File: config.mk
export PLATFORM = sky130hd
export DESIGN_NAME = lvi_table
export DESIGN_NICKNAME = d
export VERILOG_FILES = /design/src/hdl/lvi_pkg.sv /design/src/hdl/lvi_table.sv
export SDC_FILE = /design/constraint.sdc
export NUM_CORES = 2
export LEC_CHECK = 0
export BUFFER_PORTS_ARGS = -buffer_cell sky130_fd_sc_hd__buf_4
export CELL_PAD_IN_SITES_DETAIL_PLACEMENT = 1
export CELL_PAD_IN_SITES_GLOBAL_PLACEMENT = 2
export CORE_MARGIN = 2
export CORE_UTILIZATION = 40
export DETAILED_ROUTE_END_ITERATION = 10
export PLACE_DENSITY_LB_ADDON = 0.1
export SETUP_SLACK_MARGIN = 0.05
export SKIP_CTS_REPAIR_TIMING = 1
export SYNTH_ARGS = -nofsm -noshare
export SYNTH_HDL_FRONTEND = slang
export SYNTH_MEMORY_MAX_BITS = 65536
export SYNTH_SLANG_ARGS = --single-unit
File: constraint.sdc
create_clock -name clk -period 14.6 [get_ports clk]
set_clock_uncertainty 0.05 [all_clocks]
set_input_delay 0.73 -clock clk [delete_from_list [all_inputs] [get_ports clk]]
set_output_delay 0.73 -clock clk [all_outputs]
set_load 0.01 [all_outputs]
File: src/hdl/lvi_pkg.sv
// Shared types and constants for the layered velocity interpolation block.
// Used by the table memory, the shared divider and the top-level sequencer.
// No dependencies.
package lvi_pkg;

    localparam int MAX_LAYERS = 64;
    localparam int LAYER_AW   = $clog2(MAX_LAYERS);
    // Wide enough to hold the bounds of the search, 0 .. MAX_LAYERS.
    localparam int BOUND_W    = $clog2(MAX_LAYERS + 1);

    localparam int CFG_W    = 7;
    localparam int FUNC_W   = 2;
    localparam int RADIUS_W = 23;
    localparam int VEL_W    = 24;
    localparam int SPEED_W  = 25;

    // Interpolation datapath widths.
    localparam int DR_W   = RADIUS_W + 1;
    localparam int DV_W   = VEL_W + 1;
    localparam int PROD_W = DR_W + DV_W;
    localparam int DVD_W  = PROD_W - 2;
    localparam int DVS_W  = RADIUS_W;
    localparam int DIV_CW = $clog2(DVD_W + 1);

    localparam logic [FUNC_W-1:0] FUNC_WRITE   = 2'd0;
    localparam logic [FUNC_W-1:0] FUNC_QUERY_P = 2'd1;
    localparam logic [FUNC_W-1:0] FUNC_QUERY_S = 2'd2;

    localparam logic [CFG_W-1:0] LAYER_COUNT_RESET = 7'd2;

    typedef struct packed {
        logic [RADIUS_W-1:0] radius;
        logic [VEL_W-1:0]    p_vel;
        logic [VEL_W-1:0]    s_vel;
    } lvi_entry_t;

    typedef struct packed {
        logic                en;
        logic [LAYER_AW-1:0] addr;
        lvi_entry_t          entry;
    } lvi_wr_t;

endpackage

File: src/hdl/lvi_table.sv
// Layer table memory: one write port and one registered read port.
// Depends on lvi_pkg for the entry type and depth.
module lvi_table
    import lvi_pkg::*;
(
    input  logic                clk,
    input  lvi_wr_t             wr,
    input  logic [LAYER_AW-1:0] raddr,
    output lvi_entry_t          rdata
);

    lvi_entry_t mem [MAX_LAYERS];
    lvi_entry_t rdata_reg;

    always_ff @(posedge clk)
    begin
        if (wr.en)
        begin
            mem[wr.addr] <= wr.entry;
        end
        rdata_reg <= mem[raddr];
    end

    assign rdata = rdata_reg;

endmodule

==> impl_results.md <==
* Outcome: finished clean
* CP startpoint: raddr[1]
* Fmax at between 0.2 and 0.25 GHz
* Placer Congestion at 0.7493
* Hold violation count in the final report at 0
* Internal power at 22.36 mW
* Min Tclk post-route at roughly 4.5 ns
* Relative slew slack at 0.1299
* Sw Ratio at 0.2192
* Sink Count at between 4,000 and 5,000
* Port Buffers at between 150 and 200
* Synth top area share at 0.7898
* Seq/Total Area, Yosys at 0.7980
* Post-Route WL at 590,500 um
* Sw Pwr at around 6.3 mW
* PwrDens at 144.5 nW/um^2
* Top post-synthesis cells by count: 4,544 x edfxtp_1, 1,136 x mux4_2, 284 x a22oi_1, 165 x clkbuf_1, 152 x buf_2
* First-pass GRT wire length at 792,700 um
* Post-synth EDFFs at approximately 4,500
* Unrepaired setup endpoints after global routing: false
* Die Y at roughly 660 um
* DR vias at 86,160
* Clock network power share at 0.440
* Setup crit end: rdata[29]
* Wirelength per Cell at about 43 um
* Clock slew at reported path FFs at roughly 0.06 ns
* Root buffer cell: clkbuf_16
* I/O pin count at between 150 and 200
* CP Max Fanout at 53
* Setup TNS at 0 ns
* Initial Util at 0.4012
* Final Max Tran Viols at 0
* Synthesized Nets at around 7,300
* Total Routing Usage GR at 0.2696
* Synth Instances at 7,207
* Worst min-delay path class: in -> reg
* RR Startpoint: mem[32][43]
* Netlist cell types at 30
* FF-to-FF path depth at 4
* Largest net degree at the start of global routing at approximately 120
* R2R Path End: rdata[43]
* WP data required at between 15 and 20 ns
* Max-cap violations at 0
* Crit path arrival time at 5.42 ns
* Measured slew at the worst slew-check pin at between 1 and 1.5 ns
* Seq cells post-synth at between 4,000 and 5,000
* Starting DRT DRC Count at 11,400
* Comb pwr share at 0.046
* Nets at between 7,000 and 8,000
* Share of cells above drive strength 1 at 0.2873
* CP Capture Type: flop
* Global route total overflow at 0
* Core area at between 400,000 and 500,000 sq um
* Routed vias/inst at between 6 and 7
* Synth Cell Area at roughly 170,000 sq um
* Worst hold stages at 1
* Synth top area cells: edfxtp_1 79%, mux4_2 15%, a22oi_1 1.2%
* Initial antenna violation count at 58
* CTS tree: yes
* Synth warn at 0
* Rows at approximately 240
* Async SR Flop Fraction at 0
* CTS HTree Levels at 6
* Final Cycle Share at 0.3101
* Max FFs per register at roughly 4,500
* Dpl hpwl at about 300,000 um
* Synth area leader: edfxtp_1
* Flop-to-flop setup slack at ~13 ns
* Count leader, synth: edfxtp_1
* Post-layout utilization of the core at 0.4604
* Number of global-route vias before repair at 88,380
* Peak supply drop at roughly 120 uV
* Startpoint types: input port
* Area Growth Syn to Fin at 14.73%
* Post-route DRC at 0
* Die X at around 660 um
* Leakage at 61.37 nW
* Setup-failing EPs final at 0
* CTS Buf Count at 523
* Post-route ant nets at 0
* Sequential share of power at 0.514
* Main synth FF type: edfxtp_1
* Crit Path Class: in -> reg
* Maximum clock insertion buffer count at 4
* Clock insertion delay at the later pin of the skew report at roughly 1.1 ns
* Syn avg cell area at roughly 24 sq um
* Drt first pass iters at 5
* Die area at ~440,000 sq um
## metrics by stage
step                power [mW]  setup slack, ns  std cells  hold slack [ns]  cell area, sq um
finish                   28.64            10.07      13870           0.1456            198200
global route             29.41            10.01      13850           0.1424            198200
CTS                      28.87            10.21      13850          0.07414            198200
detailed placement       16.34            9.084      12910           0.7709            181900
global placement         16.31            9.066      12910           0.7652            181900
floorplan                15.66            7.892       7207           0.7297            172800
## layout make-up
| type | count | area [sq um] |
|---|---|---|
| Antenna cell | 21 | 52.55 |
| Clock inverter | 243 | 1997 |
| Clock buffer | 694 | 14260 |
| Tap cell | 5710 | 7144 |
| Timing Repair Buffer | 405 | 3351 |
| Fill cell | 38010 | 232400 |
| Multi-Input combinational cell | 2178 | 33550 |
| Sequential cell | 4615 | 137900 |
## kinds of logic after synthesis
group / synth area share
buffers and inverters: 0.01131
muxes: 0.1547
and+or+nand+nor: 0.008813
DFF: 0.7980
AOI/OAI and AO/OA: 0.02719
## metal layers
metal | share of wire | global-route usage | wire length, um | up-vias
li1 | - | - | - | 32510
met1 | 0.41 | 0.3804 | 244600 | 49190
met2 | 0.49 | 0.4440 | 289800 | 3628
met3 | 0.068 | 0.03804 | 39990 | 824
met4 | 0.027 | 0.06717 | 16090 | 6
met5 | 0.000063 | 0 | 37 | -
## worst min-delay path by stage
stage,startpoint,end,slack [ns]
6_report,wr[6],mem[26][6],0.15
5_1_grt,wr[6],mem[26][6],0.14
4_1_cts,wr[6],mem[26][6],0.07
3_5_place_dp,mem[6][27],rdata[27],0.77
3_3_place_gp,mem[14][70],rdata[70],0.77
2_1_floorplan,mem[46][3],rdata[3],0.73
## power by group through the flow
stage               combinational (mW)  clock [mW]  sequential (mW)
finish                            1.31        12.6             14.7
global placement                  1.31           0             15.0
global route                      1.39        13.3             14.7
floorplan                        0.674           0             15.0
detailed placement                1.33           0             15.0
CTS                               1.33        12.8             14.7
## worst max-delay path, cell delays in order
cell,delay (ns)
buf_8,0.27
buf_4,0.54
buf_4,0.71
buf_4,0.82
buf_4,0.83
mux4_2,0.60
mux2i_1,0.16
a211oi_1,0.10
o211a_1,0.25
## placed cells by master, fill, tap and decap left out, types with 4 or more instances in the layout
| master | netlist | routed |
|---|---|---|
| diode_2 | 0 | 21 |
| bufinv_16 | 0 | 19 |
| o221ai_1 | 50 | 50 |
| a22oi_1 | 284 | 284 |
| a211oi_1 | 70 | 70 |
| nor2_1 | 116 | 52 |
| buf_4 | 48 | 380 |
| o211a_1 | 71 | 71 |
| mux4_2 | 1136 | 1136 |
| buf_12 | 0 | 22 |
| dfxtp_1 | 71 | 71 |
| clkbuf_1 | 165 | 133 |
| nor2_4 | 0 | 64 |
| nand3_1 | 125 | 124 |
| clkinv_1 | 0 | 96 |
| nand2b_4 | 0 | 5 |
| clkbuf_16 | 0 | 536 |
| nand3b_1 | 27 | 27 |
| clkinvlp_4 | 0 | 7 |
| clkinv_2 | 0 | 71 |
| clkinv_8 | 0 | 22 |
| nor2b_1 | 9 | 4 |
| nor2b_4 | 0 | 5 |
| clkbuf_8 | 0 | 25 |
| edfxtp_1 | 4544 | 4544 |
| nand2_1 | 8 | 5 |
| o22ai_1 | 141 | 141 |
| inv_6 | 0 | 23 |
| mux2i_1 | 114 | 114 |
Power figures use the tool's default switching activity.
