<file path="src/hdl/lvi_pkg.sv">
// Shared types and constants for the layered velocity interpolation block.
// Used by the table memory, the shared divider and the top-level sequencer.
// No dependencies.
package lvi_pkg;

    localparam int MAX_LAYERS = 64;
    localparam int LAYER_AW   = $clog2(MAX_LAYERS);
    // Wide enough to hold the bounds of the search, 0 .. MAX_LAYERS.
    localparam int BOUND_W    = $clog2(MAX_LAYERS + 1);

    localparam int CFG_W    = 7;
    localparam int FUNC_W   = 2;
    localparam int RADIUS_W = 23;
    localparam int VEL_W    = 24;
    localparam int SPEED_W  = 25;

    // Interpolation datapath widths.
    localparam int DR_W   = RADIUS_W + 1;
    localparam int DV_W   = VEL_W + 1;
    localparam int PROD_W = DR_W + DV_W;
    localparam int DVD_W  = PROD_W - 2;
    localparam int DVS_W  = RADIUS_W;
    localparam int DIV_CW = $clog2(DVD_W + 1);

    localparam logic [FUNC_W-1:0] FUNC_WRITE   = 2'd0;
    localparam logic [FUNC_W-1:0] FUNC_QUERY_P = 2'd1;
    localparam logic [FUNC_W-1:0] FUNC_QUERY_S = 2'd2;

    localparam logic [CFG_W-1:0] LAYER_COUNT_RESET = 7'd2;

    typedef struct packed {
        logic [RADIUS_W-1:0] radius;
        logic [VEL_W-1:0]    p_vel;
        logic [VEL_W-1:0]    s_vel;
    } lvi_entry_t;

    typedef struct packed {
        logic                en;
        logic [LAYER_AW-1:0] addr;
        lvi_entry_t          entry;
    } lvi_wr_t;

endpackage

</file>
<file path="src/hdl/lvi_div.sv">
// Restoring divider for magnitudes, one quotient bit per cycle.
// Depends on lvi_pkg for the dividend and divisor widths.
module lvi_div
    import lvi_pkg::*;
(
    input  logic             clk,
    input  logic             rst_n,
    input  logic             start,
    input  logic [DVD_W-1:0] dividend,
    input  logic [DVS_W-1:0] divisor,
    output logic [DVD_W-1:0] quotient,
    output logic             done
);

    logic [DVD_W-1:0]  quo_reg;
    logic [DVS_W-1:0]  rem_reg;
    logic [DVS_W-1:0]  dvs_reg;
    logic [DIV_CW-1:0] cnt_reg;
    logic              busy_reg;
    logic              done_reg;

    logic [DVS_W:0]    shifted;
    logic [DVS_W+1:0]  trial;

    assign shifted = {rem_reg, quo_reg[DVD_W-1]};
    assign trial   = {1'b0, shifted} - {2'b00, dvs_reg};

    always_ff @(posedge clk or negedge rst_n)
    begin
        if (!rst_n)
        begin
            busy_reg <= 1'b0;
            done_reg <= 1'b0;
            cnt_reg  <= '0;
        end
        else
        begin
            done_reg <= 1'b0;
            if (start)
            begin
                busy_reg <= 1'b1;
                cnt_reg  <= DIV_CW'(DVD_W);
            end
            else if (busy_reg)
            begin
                cnt_reg <= cnt_reg - 1'b1;
                if (cnt_reg == DIV_CW'(1))
                begin
                    busy_reg <= 1'b0;
                    done_reg <= 1'b1;
                end
            end
        end
    end

    // The remainder stays below the divisor, so it fits in DVS_W bits.
    always_ff @(posedge clk)
    begin
        if (start)
        begin
            quo_reg <= dividend;
            rem_reg <= '0;
            dvs_reg <= divisor;
        end
        else if (busy_reg)
        begin
            if (!trial[DVS_W+1])
            begin
                rem_reg <= trial[DVS_W-1:0];
                quo_reg <= {quo_reg[DVD_W-2:0], 1'b1};
            end
            else
            begin
                rem_reg <= shifted[DVS_W-1:0];
                quo_reg <= {quo_reg[DVD_W-2:0], 1'b0};
            end
        end
    end

    assign quotient = quo_reg;
    assign done     = done_reg;

endmodule

</file>
<file path="config.mk">
export PLATFORM = sky130hd
export DESIGN_NAME = lvi_div
export DESIGN_NICKNAME = d
export VERILOG_FILES = /design/src/hdl/lvi_pkg.sv /design/src/hdl/lvi_div.sv
export SDC_FILE = /design/constraint.sdc
export NUM_CORES = 1
export LEC_CHECK = 0
export ABC_AREA = 0
export BUFFER_PORTS_ARGS = -buffer_cell sky130_fd_sc_hd__buf_2
export CORE_MARGIN = 1.5
export CORE_UTILIZATION = 44
export CTS_BUF_LIST = sky130_fd_sc_hd__clkbuf_8
export DETAILED_ROUTE_END_ITERATION = 12
export GPL_ROUTABILITY_DRIVEN = 0
export PLACE_DENSITY_LB_ADDON = 0.15
export SYNTH_ARGS = -nofsm -noshare
export SYNTH_HDL_FRONTEND = slang
export SYNTH_SLANG_ARGS = --single-unit
</file>
<file path="constraint.sdc">
create_clock -name clk -period 3.7 [get_ports clk]
set_input_delay 0.74 -clock clk [delete_from_list [all_inputs] [get_ports clk]]
set_output_delay 0.74 -clock clk [all_outputs]
set_load 0.02 [all_outputs]
</file>
==> flow_summary.toml, run 1 <==
[global_route]
grt_pass1_wl_um = 19100
antenna_found_initial = 0
grt_usage_pct = 19.2
overflow = 0
grt_max_degree = 41
grt_pass1_vias = 3900

[floorplanning]
rows = 39
die_area_um2 = 12700
fp.dieW_um = 113
die_h_um = 113
io_pins = 121
start_util_pct = 45.9
core_area_um2 = 11600

[worst_setup_path]
crit_buf_inv = 2
critPathRequiredTime_ps = 3970
r2r_cells = 11
path_cells = "inv_1 > ha_1 > fa_1 > nand2b_1 > a211o_1 > a31o_4 > o311a_4 > or2_1 > buf_4 > nor3_1 > o22ai_1"
path_delay_family = "compound AO/OA/AOI/OAI gates"
critPathKind = "flip-flop to flip-flop"
critPathMaxStageDelay_ps = 410
cp.arrival_ps = 3460
rrSetupSlack_ps = 510
slowest_stage = "fa_1"
reg2reg_from = "quotient[46]"
crit_path_start_kind = "flip-flop"
timing.rr.end = "rem_reg[22]"
critPathCaptureType = "flip-flop"
path_max_fanout = 16

[route]
drcViolationCount = 0
vias_per_cell = 5.40
wire_per_inst_um = 15.7
wl_um = 11700
ant_nets = 0
drt-pass1-iter-count = 5
routed-via-count = 4015
dr.first_iter.drc_count = 288

[synth]
avgSynthCellArea_um2 = 11.1
async_reset_ff_share_pct = 7.92
syn-cell-area_um2 = 5310
yosys_warnings = 0
synth_top_flop_cell = "edfxtp_1"
synth_cells = 477
synth_edf_count = 70
synth_nets = 576
ys_seq_area_share_pct = 52.1
yosysUniqueCellTypes = 54
synth-seq-cells = 101

[layout]
final_common_cell = "buf_2"
final_nets = 694
stdcell_area_um2 = 6270
final_cell_mix = "119 x buf_2, 70 x edfxtp_1, 50 x nand2_1, 47 x mux2_2, 35 x nor2_1"
drive_above_1_share_pct = 32.0
area_growth_pct = 18.1
diodes = 0
largest_reg_flops = 47

[cts]
clk_latency_ps = 380
tritoncts = "done"
htree_levels = 3
clk_pin_slew_worst_paths_ps = 100
cts_setup_buffers = 0
cts.path.max_buffers = 2
cts.sinks = 101
cts-root-buf = "clkbuf_8"
cts_resized = 0
cts_hold_buf = 0
cts_buffers = 9

[pwr]
ir_worst_vdd_mv = 0.287
combPwrFrac_pct = 15.3
total_leakage_power_nw = 2.66
seqPwrFrac_pct = 55.0
p_per_area_nw_per_um2 = 388
switching_share_pct = 27.0
power.net_switching_mw = 0.655
p_int_mw = 1.77
p_clk_share_pct = 29.8

[run_status]
status = "finished, final reports clean"

[timing]
fin_worst_skew_ps = 18.7
setup_viol = 0
tns_ps = 0
worst_pin_slew_ps = 993
period_needed_ps = 3190
rsz0062_at_grt = "false"
fin_crit_sh_pct = 86.1
hold_violations = 0
fin_hold_ws_ps = 187
max_slew_margin_pct = 33.8
clock.fmax_mhz = 314
slew_violations = 0

[job]
drv_cap = 0

[placement]
dp_hpwl_um = 8490
postPlaceCellArea_um2 = 6070
io_buffers = 120

[min_path]
holdCritPathClass = "input pin to asynchronous set/reset pin"
[final cells by class]
type	instances	area [µm²]
sequential	101	2760
clock inverter	7	71.3
multi-input combinational	327	2360
clock buffer	9	124
tap	143	179
fill	1041	5300
timing repair buffer	126	661
inverter	30	113
[cells by family (layout without fill, tap and decap cells)]
group           after synthesis  in the layout  synth area share, %
compound gates               97             97                 12.2
flops                       101            101                 52.1
xor+xnor                     20             20                 3.30
buf+inv                      49            172                 3.51
fa+ha+maj                    26             26                 6.27
simple gates                132            132                 11.7
mux                          52             52                 10.9
[power by group through the flow]
stage / Sequential (mW) / Clock [mW] / Combinational (mW)
after floorplan: 1.42 / 0 / 0.174
after detailed placement: 1.36 / 0 / 0.374
after CTS: 1.34 / 0.749 / 0.374
final: 1.33 / 0.724 / 0.370
after global placement: 1.36 / 0 / 0.369
after global routing: 1.35 / 0.784 / 0.405
[per-stage QoR]
stage          cells  util [%]  setup slack, ps  total power, mW
4_1_cts          743      54.2              477             2.46
6_report         743      54.2              513             2.43
2_1_floorplan    477         -              571             1.60
3_3_place_gp     727      52.5              615             1.73
5_1_grt          743      54.2              316             2.54
3_5_place_dp     727      52.5              521             1.73
[worst max-delay path by stage]
stage                 start           to  cells past startpoint
2_1_floorplan  quotient[46]   rem_reg[3]                     11
3_3_place_gp   quotient[46]   rem_reg[3]                     10
3_5_place_dp   quotient[46]   rem_reg[3]                     10
4_1_cts        quotient[46]   rem_reg[3]                     10
5_1_grt        quotient[46]   rem_reg[3]                     10
6_report       quotient[46]  rem_reg[22]                     11
[synth_stat cells (3+ instances only)]
| cell | number | area [µm²] |
|---|---|---|
| a211oi_1 | 3 | 22.5 |
| a21o_1 | 3 | 22.5 |
| a21oi_1 | 24 | 120 |
| a311oi_1 | 7 | 61.3 |
| a31oi_1 | 8 | 50.1 |
| a32oi_1 | 3 | 26.3 |
| clkbuf_1 | 15 | 56.3 |
| dfrtp_1 | 8 | 200 |
| dfxtp_1 | 23 | 460 |
| edfxtp_1 | 70 | 2100 |
| ha_1 | 25 | 313 |
| inv_1 | 30 | 113 |
| mux2_2 | 47 | 529 |
| mux2i_1 | 5 | 50.1 |
| nand2_1 | 50 | 188 |
| nand2b_1 | 12 | 75.1 |
| nand3_1 | 4 | 20.0 |
| nand4b_1 | 5 | 43.8 |
| nor2_1 | 35 | 131 |
| nor3_1 | 9 | 45.0 |
| o211ai_1 | 7 | 52.6 |
| o21ai_0 | 23 | 115 |
| o31ai_1 | 4 | 30.0 |
| xnor2_1 | 7 | 61.3 |
| xor2_1 | 13 | 114 |
[per-layer routing]
layer  global-route usage [%]  share of wire (%)  vias up  wire length, µm
met2                     30.0                 45      128             5290
met1                     25.2                 46     1880             5320
met4                     5.82                1.6        0              191
li1                         -                  -     1989                -
met3                     6.53                7.3       18              857
met5                        0                  0        -                0
No activity file was read; power rests on OpenSTA's default activity.
==> run 2: changes to the inputs <==
--- a/config.mk
+++ b/config.mk
@@ -8,8 +8,7 @@
 export ABC_AREA = 0
 export BUFFER_PORTS_ARGS = -buffer_cell sky130_fd_sc_hd__buf_2
 export CORE_MARGIN = 1.5
-export CORE_UTILIZATION = 44
-export CTS_BUF_LIST = sky130_fd_sc_hd__clkbuf_8
+export CORE_UTILIZATION = 54
 export DETAILED_ROUTE_END_ITERATION = 12
 export GPL_ROUTABILITY_DRIVEN = 0
 export PLACE_DENSITY_LB_ADDON = 0.15
==> run 2 against run 1 <==
  * Die area fell by 18%
  * Core utilization rose by 12 points
  * First-iteration DRC count is 36% lower
  * Fmax is 1.5% lower
  * Highest routed layer unchanged
  * Non-clock buffer count grew 1
  * Critical endpoint is now rem_reg[14]
  * Register-to-register slack got worse by 50 ps
  * Worst hold slack better by 9.7 ps
  * Critical path type unchanged
  * Clock skew fell by 1.7 ps
  * Sequential share of layout area grew 0.14 points
  * Largest cell class unchanged
  * Wire length fell by 1.3%
  * Setup slack lost 49 ps
==> flow_summary.toml, run 2 (synthesis results as in run 1) <==
[timing]
tns_ps = 0
fin_worst_skew_ps = 17.0
period_needed_ps = 3240
hold_violations = 0
fin_crit_sh_pct = 87.5
worst_pin_slew_ps = 835
max_slew_margin_pct = 44.2
slew_violations = 0
clock.fmax_mhz = 309
rsz0062_at_grt = "false"
setup_viol = 0

[worst_setup_path]
critPathMaxStageDelay_ps = 410
path_max_fanout = 14
crit_buf_inv = 2
timing.rr.end = "rem_reg[14]"
critPathCaptureType = "flip-flop"
critPathRequiredTime_ps = 3940
reg2reg_from = "quotient[46]"
rrSetupSlack_ps = 460
path_cells = "inv_1 > ha_1 > fa_1 > nand2b_1 > a211o_1 > a31o_4 > o311a_4 > or2_1 > buf_4 > a32oi_1 > o21ai_0"
crit_path_start_kind = "flip-flop"
slowest_stage = "fa_1"
critPathKind = "flip-flop to flip-flop"
cp.arrival_ps = 3470
path_delay_family = "compound AO/OA/AOI/OAI gates"
r2r_cells = 11

[floorplanning]
fp.dieW_um = 102
rows = 35
die_area_um2 = 10400
die_h_um = 102
core_area_um2 = 9370
io_pins = 121
start_util_pct = 56.6

[pwr]
seqPwrFrac_pct = 55.2
p_int_mw = 1.78
p_clk_share_pct = 29.5
p_per_area_nw_per_um2 = 388
power.net_switching_mw = 0.644
total_leakage_power_nw = 2.66
ir_worst_vdd_mv = 0.370
switching_share_pct = 26.6
combPwrFrac_pct = 15.3

[cts]
cts_setup_buffers = 0
cts-root-buf = "clkbuf_8"
tritoncts = "done"
htree_levels = 3
clk_pin_slew_worst_paths_ps = 100
cts.path.max_buffers = 2
clk_latency_ps = 370
cts_resized = 0
cts.sinks = 101
cts_buffers = 9
cts_hold_buf = 0

[layout]
largest_reg_flops = 47
area_growth_pct = 17.7
stdcell_count = 730
diodes = 0
final_common_cell = "buf_2"
postLayoutCoreUtil_pct = 66.6
drive_above_1_share_pct = 32.3
final_cell_mix = "119 x buf_2, 70 x edfxtp_1, 50 x nand2_1, 47 x mux2_2, 35 x nor2_1"
final_nets = 695

[placement]
dp_cells = 714
io_buffers = 120
dp_hpwl_um = 8280

[run_status]
status = "finished, final reports clean"

[route]
wire_per_inst_um = 15.8
drt-pass1-iter-count = 4
dr.first_iter.drc_count = 183
drcViolationCount = 0
vias_per_cell = 5.55
ant_nets = 0
wl_um = 11500
routed-via-count = 4048

[global_route]
antenna_found_initial = 0
grt_pass1_vias = 3901
grt_pass1_wl_um = 18300
grt_usage_pct = 22.8
overflow = 0
grt_max_degree = 58

[min_path]
holdCritPathClass = "input pin to asynchronous set/reset pin"

[job]
drv_cap = 0
-- run 2: layout make-up --
type	count	area [µm²]
multi-input combinational	327	2360
timing repair buffer	127	656
fill	752	3130
tap	129	161
clock buffer	10	128
clock inverter	6	70.1
inverter	30	113
sequential	101	2760
-- run 2: per-stage QoR --
stage	worst slack (ps)	total power [mW]	cell area (µm²)	hold slack, ps
CTS	482	2.44	6250	191
global placement	578	1.72	6050	473
global route	338	2.52	6250	186
finish	464	2.42	6250	197
floorplan	571	1.60	5310	444
detailed placement	514	1.73	6050	481
-- run 2: layer usage --
layer	up-vias	wire length (µm)	track usage [%]
met4	0	130	8.32
li1	1976	-	-
met2	144	5330	35.6
met1	1916	5070	29.0
met5	-	0	0
met3	12	975	8.55
-- run 2: worst max-delay path by stage --
stage	start	to	slack, ps	cells after the start
6_report	quotient[46]	rem_reg[14]	460	11
5_1_grt	quotient[46]	rem_reg[14]	340	11
4_1_cts	quotient[46]	rem_reg[14]	480	11
3_5_place_dp	quotient[46]	rem_reg[14]	510	11
3_3_place_gp	quotient[46]	rem_reg[9]	580	10
2_1_floorplan	quotient[46]	rem_reg[3]	570	11
-- run 2: power groups by stage --
stage	Combinational [mW]	Clock, mW	Sequential, mW
global route	0.407	0.767	1.35
global placement	0.365	0	1.36
floorplan	0.174	0	1.42
finish	0.372	0.713	1.34
CTS	0.373	0.727	1.34
detailed placement	0.372	0	1.36
